`config.mk`:
```
export PLATFORM = sky130hd
export DESIGN_NAME = bounded_ordered_list
export DESIGN_NICKNAME = d
export VERILOG_FILES = /design/src/hdl/bol_pkg.sv /design/src/hdl/bounded_ordered_list.sv /design/src/hdl/bol_cell.sv
export SDC_FILE = /design/constraint.sdc
export NUM_CORES = 1
export LEC_CHECK = 0
export ABC_AREA = 1
export BUFFER_PORTS_ARGS = -buffer_cell sky130_fd_sc_hd__buf_2
export CAP_MARGIN = 30
export CORE_MARGIN = 1.5
export CORE_UTILIZATION = 40
export CTS_BUF_LIST = sky130_fd_sc_hd__clkbuf_8 sky130_fd_sc_hd__clkbuf_16
export DETAILED_ROUTE_END_ITERATION = 16
export PLACE_DENSITY = 0.65
export SLEW_MARGIN = 10
export SYNTH_ARGS = -nofsm -noshare
export SYNTH_HDL_FRONTEND = slang
export SYNTH_HIERARCHICAL = 1
export SYNTH_SLANG_ARGS = --single-unit
```
`constraint.sdc`:
```
create_clock -name clk -period 8.2 [get_ports clk]
set_clock_uncertainty 0.1 [all_clocks]
set_input_delay 1.64 -clock clk [delete_from_list [all_inputs] [get_ports clk]]
set_output_delay 1.64 -clock clk [all_outputs]
set_load 0.005 [all_outputs]
```
`src/hdl/bol_pkg.sv`:
```
// bol_pkg: shared types and constants of the bounded ordered list
// action, status and cell command codes; no dependencies
`timescale 1ns / 1ps

package bol_pkg;

  localparam int DATA_W    = 32;
  localparam int IDX_W     = 4;
  localparam int DEPTH_DEF = 16;

  typedef enum logic [2:0] {
    ACT_PUSH_BACK  = 3'd0,
    ACT_PUSH_FRONT = 3'd1,
    ACT_POP_FRONT  = 3'd2,
    ACT_POP_BACK   = 3'd3,
    ACT_REMOVE_AT  = 3'd4
  } action_t;

  typedef enum logic [1:0] {
    ST_DONE  = 2'd0,
    ST_EMPTY = 2'd1,
    ST_FULL  = 2'd2
  } status_t;

  typedef enum logic [1:0] {
    CELL_HOLD   = 2'd0,
    CELL_INSERT = 2'd1,
    CELL_REMOVE = 2'd2
  } cell_op_t;

  // command broadcast to every cell of the chain
  typedef struct packed {
    cell_op_t           op;
    logic [DATA_W-1:0]  value;
  } cell_cmd_t;

endpackage

```
`src/hdl/bounded_ordered_list.sv`:
```
// bounded_ordered_list: ordered list of up to DEPTH values, push/pop at ends, remove_at
// out_valid rises in the cycle after start; throughput one item per cycle, busy stays low
// DEPTH chained cells shift each entry from the position on at once, so no action stalls
// synchronous active-low reset clears the fill count and the result strobe only
// the receiver cannot stall: each result is shown for exactly one cycle
// depends on bol_pkg and bol_cell
`timescale 1ns / 1ps

module bounded_ordered_list import bol_pkg::*; #(
  parameter int DEPTH = DEPTH_DEF,
  localparam int POS_W = (DEPTH > 1) ? $clog2(DEPTH) : 1,
  localparam int CNT_W = $clog2(DEPTH + 1)
) (
  input  logic                     clk,
  input  logic                     rst_n,
  input  logic                     start,
  output logic                     busy,
  input  logic [2:0]               in_action,
  input  logic signed [DATA_W-1:0] in_value,
  input  logic [IDX_W-1:0]         in_index,
  output logic                     out_valid,
  output logic signed [DATA_W-1:0] out_removed_value,
  output logic [1:0]               out_status,
  output logic [CNT_W-1:0]         out_count
);

  // width that holds both an index and the fill count for compares
  localparam int CMP_W = (CNT_W > IDX_W) ? CNT_W : IDX_W;

  // fill count and result registers
  logic [CNT_W-1:0]  fill_r, fill_nxt;
  logic              out_valid_r;
  logic [DATA_W-1:0] out_removed_value_r, out_removed_value_nxt;
  status_t           out_status_r, out_status_nxt;
  logic [CNT_W-1:0]  out_count_r;

  // chain wiring
  cell_cmd_t         cmd;
  logic [POS_W-1:0]  pos;
  logic [DATA_W-1:0] cell_data [DEPTH];
  logic [DATA_W-1:0] cell_tap  [DEPTH];
  logic [DATA_W-1:0] tap_or;

  logic              accept;
  logic              is_full;
  logic              is_empty;
  logic [CMP_W-1:0]  idx_ext;
  logic [CMP_W-1:0]  fill_ext;
  logic [CNT_W-1:0]  last_pos;

  // the chain finishes an action in the cycle it arrives
  assign busy   = 1'b0;
  assign accept = start && !busy;

  assign is_full  = (fill_r == CNT_W'(DEPTH));
  assign is_empty = (fill_r == '0);
  assign idx_ext  = CMP_W'(in_index);
  assign fill_ext = CMP_W'(fill_r);
  assign last_pos = fill_r - CNT_W'(1);

  // action decoder: picks the cell operation, its position and the result status
  always_comb begin
    cmd.op         = CELL_HOLD;
    cmd.value      = in_value;
    pos            = '0;
    fill_nxt       = fill_r;
    out_status_nxt = ST_DONE;
    unique case (in_action)
      ACT_PUSH_BACK: begin
        if (is_full) begin
          out_status_nxt = ST_FULL;
        end else begin
          // not full, so fill fits a position
          cmd.op   = CELL_INSERT;
          pos      = POS_W'(fill_r);
          fill_nxt = fill_r + CNT_W'(1);
        end
      end
      ACT_PUSH_FRONT: begin
        if (is_full) begin
          out_status_nxt = ST_FULL;
        end else begin
          cmd.op   = CELL_INSERT;
          fill_nxt = fill_r + CNT_W'(1);
        end
      end
      ACT_POP_FRONT: begin
        if (is_empty) begin
          out_status_nxt = ST_EMPTY;
        end else begin
          cmd.op   = CELL_REMOVE;
          fill_nxt = last_pos;
        end
      end
      ACT_POP_BACK: begin
        if (is_empty) begin
          out_status_nxt = ST_EMPTY;
        end else begin
          cmd.op   = CELL_REMOVE;
          pos      = POS_W'(last_pos);
          fill_nxt = last_pos;
        end
      end
      ACT_REMOVE_AT: begin
        // index past the end also covers the empty list
        if (idx_ext >= fill_ext) begin
          out_status_nxt = ST_EMPTY;
        end else begin
          cmd.op   = CELL_REMOVE;
          pos      = idx_ext[POS_W-1:0];
          fill_nxt = last_pos;
        end
      end
      default: begin
        // unused action codes do nothing
        out_status_nxt = ST_DONE;
      end
    endcase
    if (!accept) begin
      cmd.op   = CELL_HOLD;
      fill_nxt = fill_r;
    end
  end

  // row of cells, each shifting toward its neighbors on insert and remove
  for (genvar i = 0; i < DEPTH; i++) begin : g_cell
    logic [DATA_W-1:0] left_in;
    logic [DATA_W-1:0] right_in;

    if (i == 0) begin : g_first
      assign left_in = in_value;
    end else begin : g_mid_l
      assign left_in = cell_data[i-1];
    end
    if (i == DEPTH - 1) begin : g_last
      // the slot past the end reads as zero
      assign right_in = '0;
    end else begin : g_mid_r
      assign right_in = cell_data[i+1];
    end

    bol_cell #(
      .POS_W (POS_W),
      .POS   (i)
    ) u_cell (
      .clk        (clk),
      .cmd        (cmd),
      .pos        (pos),
      .left_data  (left_in),
      .right_data (right_in),
      .data       (cell_data[i]),
      .tap        (cell_tap[i])
    );
  end

  // only the addressed cell can drive a nonzero tap
  always_comb begin
    tap_or = '0;
    for (int i = 0; i < DEPTH; i++) begin
      tap_or = tap_or | cell_tap[i];
    end
  end

  assign out_removed_value_nxt = (cmd.op == CELL_REMOVE) ? tap_or : '0;

  // control state
  always_ff @(posedge clk) begin
    if (!rst_n) begin
      fill_r      <= '0;
      out_valid_r <= 1'b0;
    end else begin
      fill_r      <= fill_nxt;
      out_valid_r <= accept;
    end
  end

  // result payload
  always_ff @(posedge clk) begin
    if (accept) begin
      out_removed_value_r <= out_removed_value_nxt;
      out_status_r        <= out_status_nxt;
      out_count_r         <= fill_nxt;
    end
  end

  assign out_valid         = out_valid_r;
  assign out_removed_value = out_removed_value_r;
  assign out_status        = out_status_r;
  assign out_count         = out_count_r;

  // every accepted item yields a result strobe in the next cycle
  a_result_follows: assert property (@(posedge clk) disable iff (!rst_n)
    accept |=> out_valid)
    else $error("accepted item produced no result");

  // fill count never exceeds the chain length
  a_fill_bound: assert property (@(posedge clk) disable iff (!rst_n)
    fill_r <= CNT_W'(DEPTH))
    else $error("fill count beyond depth");

  // a dropped push reports a full list
  a_full_count: assert property (@(posedge clk) disable iff (!rst_n)
    (out_valid && (out_status == ST_FULL)) |-> (out_count == CNT_W'(DEPTH)))
    else $error("full status with list not full");

  // a flagged pop or remove takes nothing out
  a_empty_zero: assert property (@(posedge clk) disable iff (!rst_n)
    (out_valid && (out_status != ST_DONE)) |-> (out_removed_value == '0))
    else $error("flagged action returned a value");

  // the count moves only when an item was accepted
  a_fill_moves: assert property (@(posedge clk) disable iff (!rst_n)
    !accept |=> (fill_r == $past(fill_r)))
    else $error("fill changed without an item");

endmodule

```
`src/hdl/bol_cell.sv`:
```
// bol_cell: one storage slot of the list chain
// depends on bol_pkg; neighbors feed left_data and right_data
`timescale 1ns / 1ps

module bol_cell import bol_pkg::*; #(
  parameter int POS_W = 4,
  parameter int POS   = 0
) (
  input  logic              clk,
  input  cell_cmd_t         cmd,
  input  logic [POS_W-1:0]  pos,
  input  logic [DATA_W-1:0] left_data,
  input  logic [DATA_W-1:0] right_data,
  output logic [DATA_W-1:0] data,
  output logic [DATA_W-1:0] tap
);

  logic [DATA_W-1:0] data_r;
  logic [DATA_W-1:0] data_nxt;
  logic              at_pos;
  logic              after_pos;

  assign at_pos    = (pos == POS_W'(POS));
  assign after_pos = (pos < POS_W'(POS));

  always_comb begin
    data_nxt = data_r;
    case (cmd.op)
      CELL_INSERT: begin
        if (at_pos) begin
          data_nxt = cmd.value;
        end else if (after_pos) begin
          data_nxt = left_data;
        end
      end
      CELL_REMOVE: begin
        if (at_pos || after_pos) begin
          data_nxt = right_data;
        end
      end
      default: data_nxt = data_r;
    endcase
  end

  always_ff @(posedge clk) begin
    data_r <= data_nxt;
  end

  assign data = data_r;
  // only the addressed cell offers its value for removal
  assign tap  = at_pos ? data_r : '0;

endmodule
```
Word-level counts from Yosys, hierarchy flattened --
Cells that the tools add are included.
Storage, ports and cells: word-level logic and storage cells 245, flip-flop bits (word level) 557, output and inout bits 41, bits of input ports 42
Operators by class: muxes and demuxes 98, reduce and logical (&&, ||, !) cells 38, bitwise gates (word level) 15, add/sub/neg operators 2, eq/ne operators 54, order comparisons 17
Operators with widths (number):
- 32-bit two-way mux | 64
- 32-bit case mux with 2 select lines | 16
- 32-bit bitwise OR | 15
- 3-bit by 1-bit != test with 1-bit output (second input constant) | 16
- 3-bit AND reduction | 16
- 4-bit equality test (second input constant) | 8
- 4-bit < comparator (second input constant) | 8
- 2-bit by 1-bit != test with 1-bit output (second input constant) | 16
- 5-bit two-way mux | 4
- 4-bit by 3-bit equality test with 1-bit output (second input constant) | 4
- 1-bit logical OR | 16
- 4-bit by 3-bit < comparator with 1-bit output (second input constant) | 4
- 5-bit case mux with 3 select lines | 1
- 4-bit two-way mux | 3
- 2-bit case mux with 3 select lines | 2
- 4-bit case mux with 3 select lines | 1
- 4-bit by 2-bit equality test with 1-bit output (second input constant) | 2
- 4-bit by 1-bit < comparator with 1-bit output (second input constant) | 2
- 4-bit by 2-bit < comparator with 1-bit output (second input constant) | 2
- 2-bit two-way mux | 4
- 3-bit by 2-bit equality test with 1-bit output (second input constant) | 2
- 5-bit by 1-bit adder with 5-bit output (second input constant) | 1
- 5-bit equality test (second input constant) | 1
- 4-bit by 5-bit >= comparator with 1-bit output | 1
- other kinds (12) | 15

Logic depth before layout (Yosys ltp) --
Gate-level depths: netlist of the first run.
depth after elaboration 20, depth in mapped cells 19, depth with buffers taken out 17

By module --
Netlist of the first run, hierarchy kept.
Modules (own cells, without submodules):
- bounded_ordered_list | instances 1, area each 3345.7 sq um, seq. area each 1291.2 sq um, cells each 391
- bol_cell at g_cell[6].u_cell | instances 1, area each 2304.7 sq um, seq. area each 960.9 sq um, cells each 349
- bol_cell at g_cell[1].u_cell | instances 1, area each 2294.7 sq um, seq. area each 960.9 sq um, cells each 349
- bol_cell at g_cell[14].u_cell | instances 1, area each 2293.4 sq um, seq. area each 960.9 sq um, cells each 350
- bol_cell at g_cell[11].u_cell | instances 1, area each 2292.2 sq um, seq. area each 960.9 sq um, cells each 348
- bol_cell at g_cell[3].u_cell | instances 1, area each 2292.2 sq um, seq. area each 960.9 sq um, cells each 347
- bol_cell at g_cell[7].u_cell | instances 1, area each 2289.7 sq um, seq. area each 960.9 sq um, cells each 348
- bol_cell at g_cell[12].u_cell | instances 1, area each 2288.4 sq um, seq. area each 960.9 sq um, cells each 348
- bol_cell at g_cell[10].u_cell | instances 1, area each 2283.4 sq um, seq. area each 960.9 sq um, cells each 351
- bol_cell at g_cell[9].u_cell | instances 1, area each 2275.9 sq um, seq. area each 960.9 sq um, cells each 349
- bol_cell at g_cell[2].u_cell | instances 1, area each 2274.7 sq um, seq. area each 960.9 sq um, cells each 348
- bol_cell at g_cell[4].u_cell | instances 1, area each 2272.2 sq um, seq. area each 960.9 sq um, cells each 348
- bol_cell at g_cell[13].u_cell | instances 1, area each 2270.9 sq um, seq. area each 960.9 sq um, cells each 350
- bol_cell at g_cell[15].u_cell | instances 1, area each 2270.9 sq um, seq. area each 960.9 sq um, cells each 346
- 3 more rows

Worst setup path after synthesis of the first run --
No wires, ideal clock.
kind in2reg, from in in_index[0], to reg g_cell[3].u_cell.data_r[0], enable pin, path buffers 1, stages 12, library setup time 0.470 ns, required time 7.630 ns, arrival 6.413 ns, path slack 1.217 ns, cells stage by stage inv_1 ha_1 nand2_1 inv_1 nand4_1 nand3_1 nor2_2 nand2_1 o221ai_1 nor2_4 buf_4 a21boi_0
Between the ends: cells in the longest elaborated chain, start to end 7, elaborated cells between the ends (all ways) 15, classes of those cells 2 x order compare; 5 x eq/ne; 5 x mux; 3 x reduce/logical
Ends and longest elaborated chain:
- start: declaration | line bounded_ordered_list.sv:20 | input logic [IDX_W-1:0] in_index,
- 4-bit by 5-bit >= comparator with 1-bit output (*) | line bounded_ordered_list.sv:106 | if (idx_ext >= fill_ext) begin
- 4-bit two-way mux (*) | line bounded_ordered_list.sv:106
- 4-bit case mux with 3 select lines (*) | line bounded_ordered_list.sv:68 | unique case (in_action)
- via pos[3] | line bounded_ordered_list.sv:39 | logic [POS_W-1:0] pos;
- 4-bit by 2-bit < comparator with 1-bit output or 4-bit by 2-bit equality test with 1-bit output (tied branches) | line bol_cell.sv:24, bol_cell.sv:23
- 1-bit logical OR | line bol_cell.sv:37 | if (at_pos || after_pos) begin
- 2-bit by 1-bit != test with 1-bit output (no source line)
- 3-bit AND reduction (no source line) (*)
- end signal: assignment | line bol_cell.sv:46 | data_r <= data_nxt;
- end: declaration | line bol_cell.sv:18 | logic [DATA_W-1:0] data_r;
Mark *: on every way through the listed nets, which the timed path passes. The rest lies on a longest branch. A chain may end at the register's enable or synchronous reset.

==> results of run 1 <==
-- layer usage --
layer / vias to the layer above / part of all wire / global-route usage
met5: - / 0.00011 / 0
met4: 2 / 0.020 / 0.0635
met3: 158 / 0.10 / 0.0368
met2: 1596 / 0.43 / 0.371
met1: 15700 / 0.44 / 0.348
li1: 17600 / - / -
-- Yosys cell counts, drive strengths merged, types with 2 or more instances --
cell type  number  area share
nand2        1634        0.16
inv          1561        0.15
nand3         976        0.12
nor2          570       0.059
edfxtp        551        0.42
buf           258       0.040
nor4          128       0.020
a21oi          43      0.0085
and3           32      0.0051
clkbuf         30      0.0031
o21ai          11      0.0014
ha              9      0.0029
dfxtp           6      0.0031
nand4           5     0.00079
xor2            3     0.00067
a21boi          2     0.00038
a22oi           2     0.00038
o21bai          2     0.00038
o221ai          2     0.00045
-- power breakdown --
| part | total (mW) | internal, mW | switching (mW) |
|---|---|---|---|
| combinational | 1.20 | 0.337 | 0.865 |
| clock | 3.01 | 1.75 | 1.26 |
| sequential | 3.55 | 3.39 | 0.153 |
-- worst paths after layout --
| kind | endpoint | start |
|---|---|---|
| min | g_cell[14].u_cell/data[21]$_DFFE_PP_ | g_cell[15].u_cell/data[21]$_DFFE_PP_ |
| min reg2reg | g_cell[14].u_cell/data[21]$_DFFE_PP_ | g_cell[15].u_cell/data[21]$_DFFE_PP_ |
| max reg2reg | out_removed_value[3]$_SDFFCE_PP0P_ | fill_ext[3]$_SDFF_PN0_ |
| max | out_removed_value[3]$_SDFFCE_PP0P_ | in_index[1] |
-- metrics by stage --
stage,power (mW),area [sq um]
final,7.76,42800
after global routing,8.05,42800
after CTS,7.78,42800
after detailed placement,4.77,40600
after global placement,4.72,40300
after floorplan,4.35,39500
-- critical path, cell delays in order --
cell and delay [ps]:
buf_2 110, ha_1 320, nand2_1 70, inv_1 40
nand4_1 170, nand3_1 190, nor2_2 200, nand2_1 120
o221ai_2 70, buf_4 390, nor2_2 80, buf_4 260
nand2_2 630, buf_4 490, nor2_1 80, nor4_1 660
and3_1 290, a21oi_2 60
-- layout by cell type (no fill, tap or decap), types with 2 or more instances in the layout --
cell type	Yosys	routed
nand2_1	1614	1613
inv_1	1544	1555
nand3_1	975	975
edfxtp_1	551	551
nor2_1	537	534
nor4_1	128	128
buf_2	186	81
clkbuf_16	0	73
buf_4	21	49
conb_1	1	33
and3_1	32	32
a21oi_2	29	29
nor2_4	22	24
inv_2	17	18
nand2_4	15	15
clkinv_1	0	15
nor2_2	11	12
clkinv_2	0	12
o21ai_0	11	11
a21oi_1	13	9
ha_1	9	9
buf_16	0	9
buf_8	0	8
nand2_2	5	6
dfxtp_1	6	6
nand4_1	5	5
a21oi_4	1	5
bufinv_16	0	4
xor2_1	3	3
clkbuf_8	0	3
clkinvlp_4	0	2
a22oi_2	0	2
a21boi_4	0	2
o21bai_1	2	2
-- cell families (layout without fill, tap and decap cells) --
group / count (synthesis) / count (layout) / synth area share
other cells: 1 / 34 / 0.0000953
simple gates: 3346 / 3346 / 0.369
compound gates: 64 / 64 / 0.0119
fa+ha+maj: 9 / 9 / 0.00286
buf+inv: 1849 / 1831 / 0.192
xor+xnor: 4 / 4 / 0.000891
flops: 557 / 557 / 0.424
-- registers in the layout (all words and copies together), names as in the netlist --
| name | flops |
|---|---|
| fill_ext | 5 |
| g_cell.u_cell/data | 512 |
| out_count | 5 |
| out_removed_value | 32 |
| out_status | 2 |
| out_valid | 1 |
-- final cells by class --
type,instances,area [sq um],area share
Clock buffer,76,1870,0.0436
Sequential cell,557,16700,0.389
Tap cell,1276,1600,0.0373
Clock inverter,45,297,0.00692
Inverter,1561,5860,0.137
Timing Repair Buffer,149,1170,0.0272
Antenna cell,1,2.50,0.0000584
Multi-Input combinational cell,3456,15400,0.359
==> summary.txt, run 1 <==
CTS
  • H-tree levels: 3
  • CTS tree: built
  • Post-CTS Setup Inserts: 0
  • Clock-pin transition on the worst setup and hold timing paths: 60 ps
  • CTS Hold Bufs: 0
  • Sink Count: 557
  • Total CTS buffers: 67
  • Clk Latency, worst-skew pair: 610 ps
  • Post-CTS resize count: 0
  • Clock buffer depth: 3
  • Root Buffer: clkbuf_16

Route
  • DRT Pass-1 Iters: 6
  • WL final: 122 mm
  • Antenna violation net count after detailed routing: 0
  • Vias: 35000
  • Routed WL per cell: 17.1 um
  • DRT iter0 DRCs: 4481
  • DRC viols: 0
  • Via density: 4.92

Power
  • Leakage: 23.6 nW
  • IR drop worst, VDD: 0.133 mV
  • Pwr Density: 181 nW/um^2

Cells and area
  • Fin util: 0.441
  • Layout cell share with drive strength beyond 1: 0.0614
  • Final std cells w/o fill: 7121
  • Layout area overhead: 8.86%
  • Fillers: 9742
  • Final #Nets: 5843

Worst hold path
  • Hold path depth: 2
  • HP Class: register to register

STA
  • Fin. max-slew vios: 0
  • RSZ-0062 raised after global routing: no
  • Worst Tran Pin Value: 984 ps
  • Final-report hold violation count: 0
  • Final worst setup slack: 2500 ps
  • Setup violations, final: 0
  • Hold_ws: 447 ps
  • Min Clock Period, post-route: 5700 ps
  • Slew headroom: 0.338
  • Fin Setup TNS: 0 ps
  • Achievable Freq: 176 MHz
  • Final period util: 0.695

Die
  • CORE AREA: 97100 sq um
  • Die W: 317 um
  • Cell Rows: 114
  • Initial Utilization: 0.405
  • Die H: 317 um
  • Ports: 83
  • Die area: 100000 sq um

Global routing
  • Overflow after GRT: 0
  • Largest net degree at the start of global routing: 65
  • Vias in the first global route: 32400
  • First-pass GRT wire length: 189 mm
  • GRT Overall Usage: 0.240
  • Initial antenna violation count: 4

Synth
  • Syn_area_per_cell: 6.75 sq um
  • Async SR Flop Fraction: 0
  • Yosys warns: 6
  • Seq cells post-synth: 557
  • Synth Cell Area: 39300 sq um
  • Post-synthesis instance total: 5830
  • Seq/Total Area, Yosys: 0.424
  • EDFF count, synth: 551
  • Post-synth cell types: 36
  • Synth Flop Type: edfxtp_1

Place
  • IO Port Bufs: 81
  • GP Congestion: 0.891
  • Placed cell count: 6996
  • Hpwl dp: 90.1 mm
  • Post-Place Worst Slack: 1780 ps

Job
  • Max-Cap Viols: 0

Setup path
  • FF-to-FF setup slack: 2880 ps
  • CP Capture Type: register
  • Critical path type: input port to register
  • Crit-path max FO: 33
  • Reg2reg path depth: 18
  • Nature of the critical path startpoint: input port
  • Critical path data required time: 8430 ps
  • CP arrival: 5930 ps

Outcome
  • Status: finished clean
Note: power is estimated with default switching activity, not from simulation.
==> inputs of run 2 (changes only) <==
==> constraint.sdc (replaced) <==
create_clock -name clk -period 5.9 [get_ports clk]
set_clock_uncertainty 0.1 [all_clocks]
set_input_delay 1.18 -clock clk [delete_from_list [all_inputs] [get_ports clk]]
set_output_delay 1.18 -clock clk [all_outputs]
set_load 0.005 [all_outputs]
==> summary.txt, run 2 (synthesized netlist as in run 1, its figures left out) <==
Cells and area
  • Footprint of the multi-input gates: 15400 sq um (unchanged)
  • Fillers: 9828 (+0.88%)
  • Final #Nets: 5905 (+1.1%)
  • Layout cell share with drive strength beyond 1: 0.0699 (+0.00850)
  • # diodes: 0 (-1)
  • Most frequent cells in the layout: nand2_1, inv_1, nand3_1, edfxtp_1, nor2_1
  • Max reg flops: 512 (unchanged)
  • Layout area overhead: 9.56%
  • Commonest non-fill, non-tap cell in the layout: nand2_1
  • Register area: 16700 sq um (unchanged)
  • Final instance area: 43100 sq um (+0.64%)

CTS
  • Post-CTS Setup Inserts: 0 (unchanged)
  • Clock-pin transition on the worst setup and hold timing paths: 60 ps (about the same)
  • H-tree levels: 3 (unchanged)
  • Sink Count: 557 (unchanged)
  • Clk Latency, worst-skew pair: 630 ps (+20 ps)
  • CTS tree: built
  • Clock buffer depth: 3 (unchanged)
  • Total CTS buffers: 69 (+3.0%)
  • Root Buffer: clkbuf_16
  • CTS Hold Bufs: 0 (unchanged)
  • Post-CTS resize count: 0 (unchanged)

Die
  • Die area: 100000 sq um (unchanged)
  • Die H: 317 um (unchanged)
  • Cell Rows: 114 (unchanged)
  • CORE AREA: 97100 sq um (unchanged)
  • Ports: 83 (unchanged)
  • Initial Utilization: 0.405 (unchanged)
  • Die W: 317 um (unchanged)

Place
  • Hpwl dp: 96.0 mm (+6.5%)
  • GP Congestion: 0.942 (+5.7%)
  • Post-DP Area: 41000 sq um (+0.85%)
  • IO Port Bufs: 81 (unchanged)

Power
  • IR drop worst, VDD: 0.185 mV (+39%)
  • Leakage: 23.9 nW (+0.96%)
  • Pwr Density: 250 nW/um^2 (+38%)

STA
  • Setup violations, final: 0 (unchanged)
  • RSZ-0062 raised after global routing: no
  • Slew headroom: 0.254 (-0.0841)
  • Achievable Freq: 208 MHz
  • Final-report hold violation count: 0 (unchanged)
  • Final period util: 0.815
  • Fin. max-slew vios: 0 (unchanged)
  • Min Clock Period, post-route: 4810 ps
  • Worst Tran Pin Value: 1110 ps (+125 ps)
  • Fin Setup TNS: 0 ps (unchanged)

Setup path
  • Nature of the critical path startpoint: register
  • R2R Path Start: fill_ext[3]$_SDFF_PN0_
  • Critical path type: register to register
  • CP Capture Type: register
  • Critical Path Start: fill_ext[3]$_SDFF_PN0_
  • CP endpoint: out_removed_value[20]$_SDFFCE_PP0P_
  • FF-to-FF setup slack: 1090 ps (-1790 ps)
  • Crit-path max FO: 37 (+12%)
  • FF-to-FF End: out_removed_value[20]$_SDFFCE_PP0P_
  • CP arrival: 5060 ps (-870 ps)
  • Reg2reg path depth: 16 (-2)
  • Critical path data required time: 6150 ps (-2280 ps)

Route
  • Vias: 35800 (+2.1%)
  • Antenna violation net count after detailed routing: 0 (unchanged)
  • DRT Pass-1 Iters: 5 (-1)
  • DRT iter0 DRCs: 4561 (+1.8%)
  • Via density: 4.98 (+1.3%)
  • WL final: 127 mm (+4.5%)
  • DRC viols: 0 (unchanged)
  • Routed WL per cell: 17.7 um (+3.6%)

Worst hold path
  • HP Class: register to register

Global routing
  • First-pass GRT wire length: 196 mm (+4.1%)
  • Overflow after GRT: 0 (unchanged)
  • Vias in the first global route: 32600 (+0.62%)
  • Initial antenna violation count: 2 (-2)
  • Largest net degree at the start of global routing: 49 (-25%)
  • GRT Overall Usage: 0.250 (+0.0101)

Outcome
  • Status: finished clean

Job
  • Max-Cap Viols: 0 (unchanged)
==> run 2: routing by layer <==
| metal | vias to the layer above | wire (um) | track usage |
|---|---|---|---|
| met5 | - | 0 | 0 |
| met4 | 0 | 1900 | 0.0541 |
| met1 | 16200 | 58300 | 0.379 |
| li1 | 17700 | - | - |
| met3 | 121 | 12900 | 0.0349 |
| met2 | 1767 | 54100 | 0.376 |
==> run 2: power by group <==
| group | internal, mW | switching [mW] |
|---|---|---|
| clock network | 2.36 | 1.77 |
| registers | 4.72 | 0.221 |
| logic | 0.485 | 1.21 |
==> run 2: worst min-delay path by stage <==
| stage | start | end | slack (ps) | cells past startpoint |
|---|---|---|---|---|
| 2_1_floorplan | fill_ext[1]$_SDFF_PN0_ | fill_ext[1]$_SDFF_PN0_ | 420 | 2 |
| 3_3_place_gp | g_cell[15].u_cell/data[25]$_DFFE_PP_ | g_cell[14].u_cell/data[25]$_DFFE_PP_ | 430 | 2 |
| 3_5_place_dp | g_cell[15].u_cell/data[20]$_DFFE_PP_ | g_cell[14].u_cell/data[20]$_DFFE_PP_ | 440 | 2 |
| 4_1_cts | g_cell[15].u_cell/data[0]$_DFFE_PP_ | g_cell[14].u_cell/data[0]$_DFFE_PP_ | 450 | 2 |
| 5_1_grt | g_cell[15].u_cell/data[16]$_DFFE_PP_ | g_cell[14].u_cell/data[16]$_DFFE_PP_ | 470 | 2 |
| 6_report | g_cell[15].u_cell/data[0]$_DFFE_PP_ | g_cell[14].u_cell/data[0]$_DFFE_PP_ | 450 | 2 |
==> run 2: cell type report <==
type                       instances  area share
tap                             1276      0.0370
multi-input combinational       3456       0.357
timing repair buffer             209      0.0341
clock inverter                    50     0.00720
clock buffer                      73      0.0424
sequential                       557       0.387
inverter                        1561       0.136
==> run 2: worst max-delay path, stage by stage (launching register included) <==
cell and delay (ps):
dfxtp_1 500, inv_1 220, ha_1 360, inv_1 60, nor2_1 50, a21oi_1 160, nand3_1 150, nor2_2 190
nand2_1 140, o221ai_4 230, buf_4 330, nor2_4 130, nand2_4 460, buf_4 310, nor2_1 60, nor4_1 930
a21oi_2 110
==> run 2: stage by stage <==
stage | setup WS (ps) | util | instances | hold WS [ps] | total power [mW]
5_1_grt | 950 | 0.444 | 7182 | 474 | 11.2
3_3_place_gp | 570 | 0.421 | 7055 | 426 | 6.63
2_1_floorplan | 166 | - | 5862 | 415 | 6.05
6_report | 1090 | 0.444 | 7182 | 448 | 10.8
4_1_cts | 1220 | 0.444 | 7182 | 450 | 10.8
3_5_place_dp | 657 | 0.422 | 7059 | 438 | 6.67
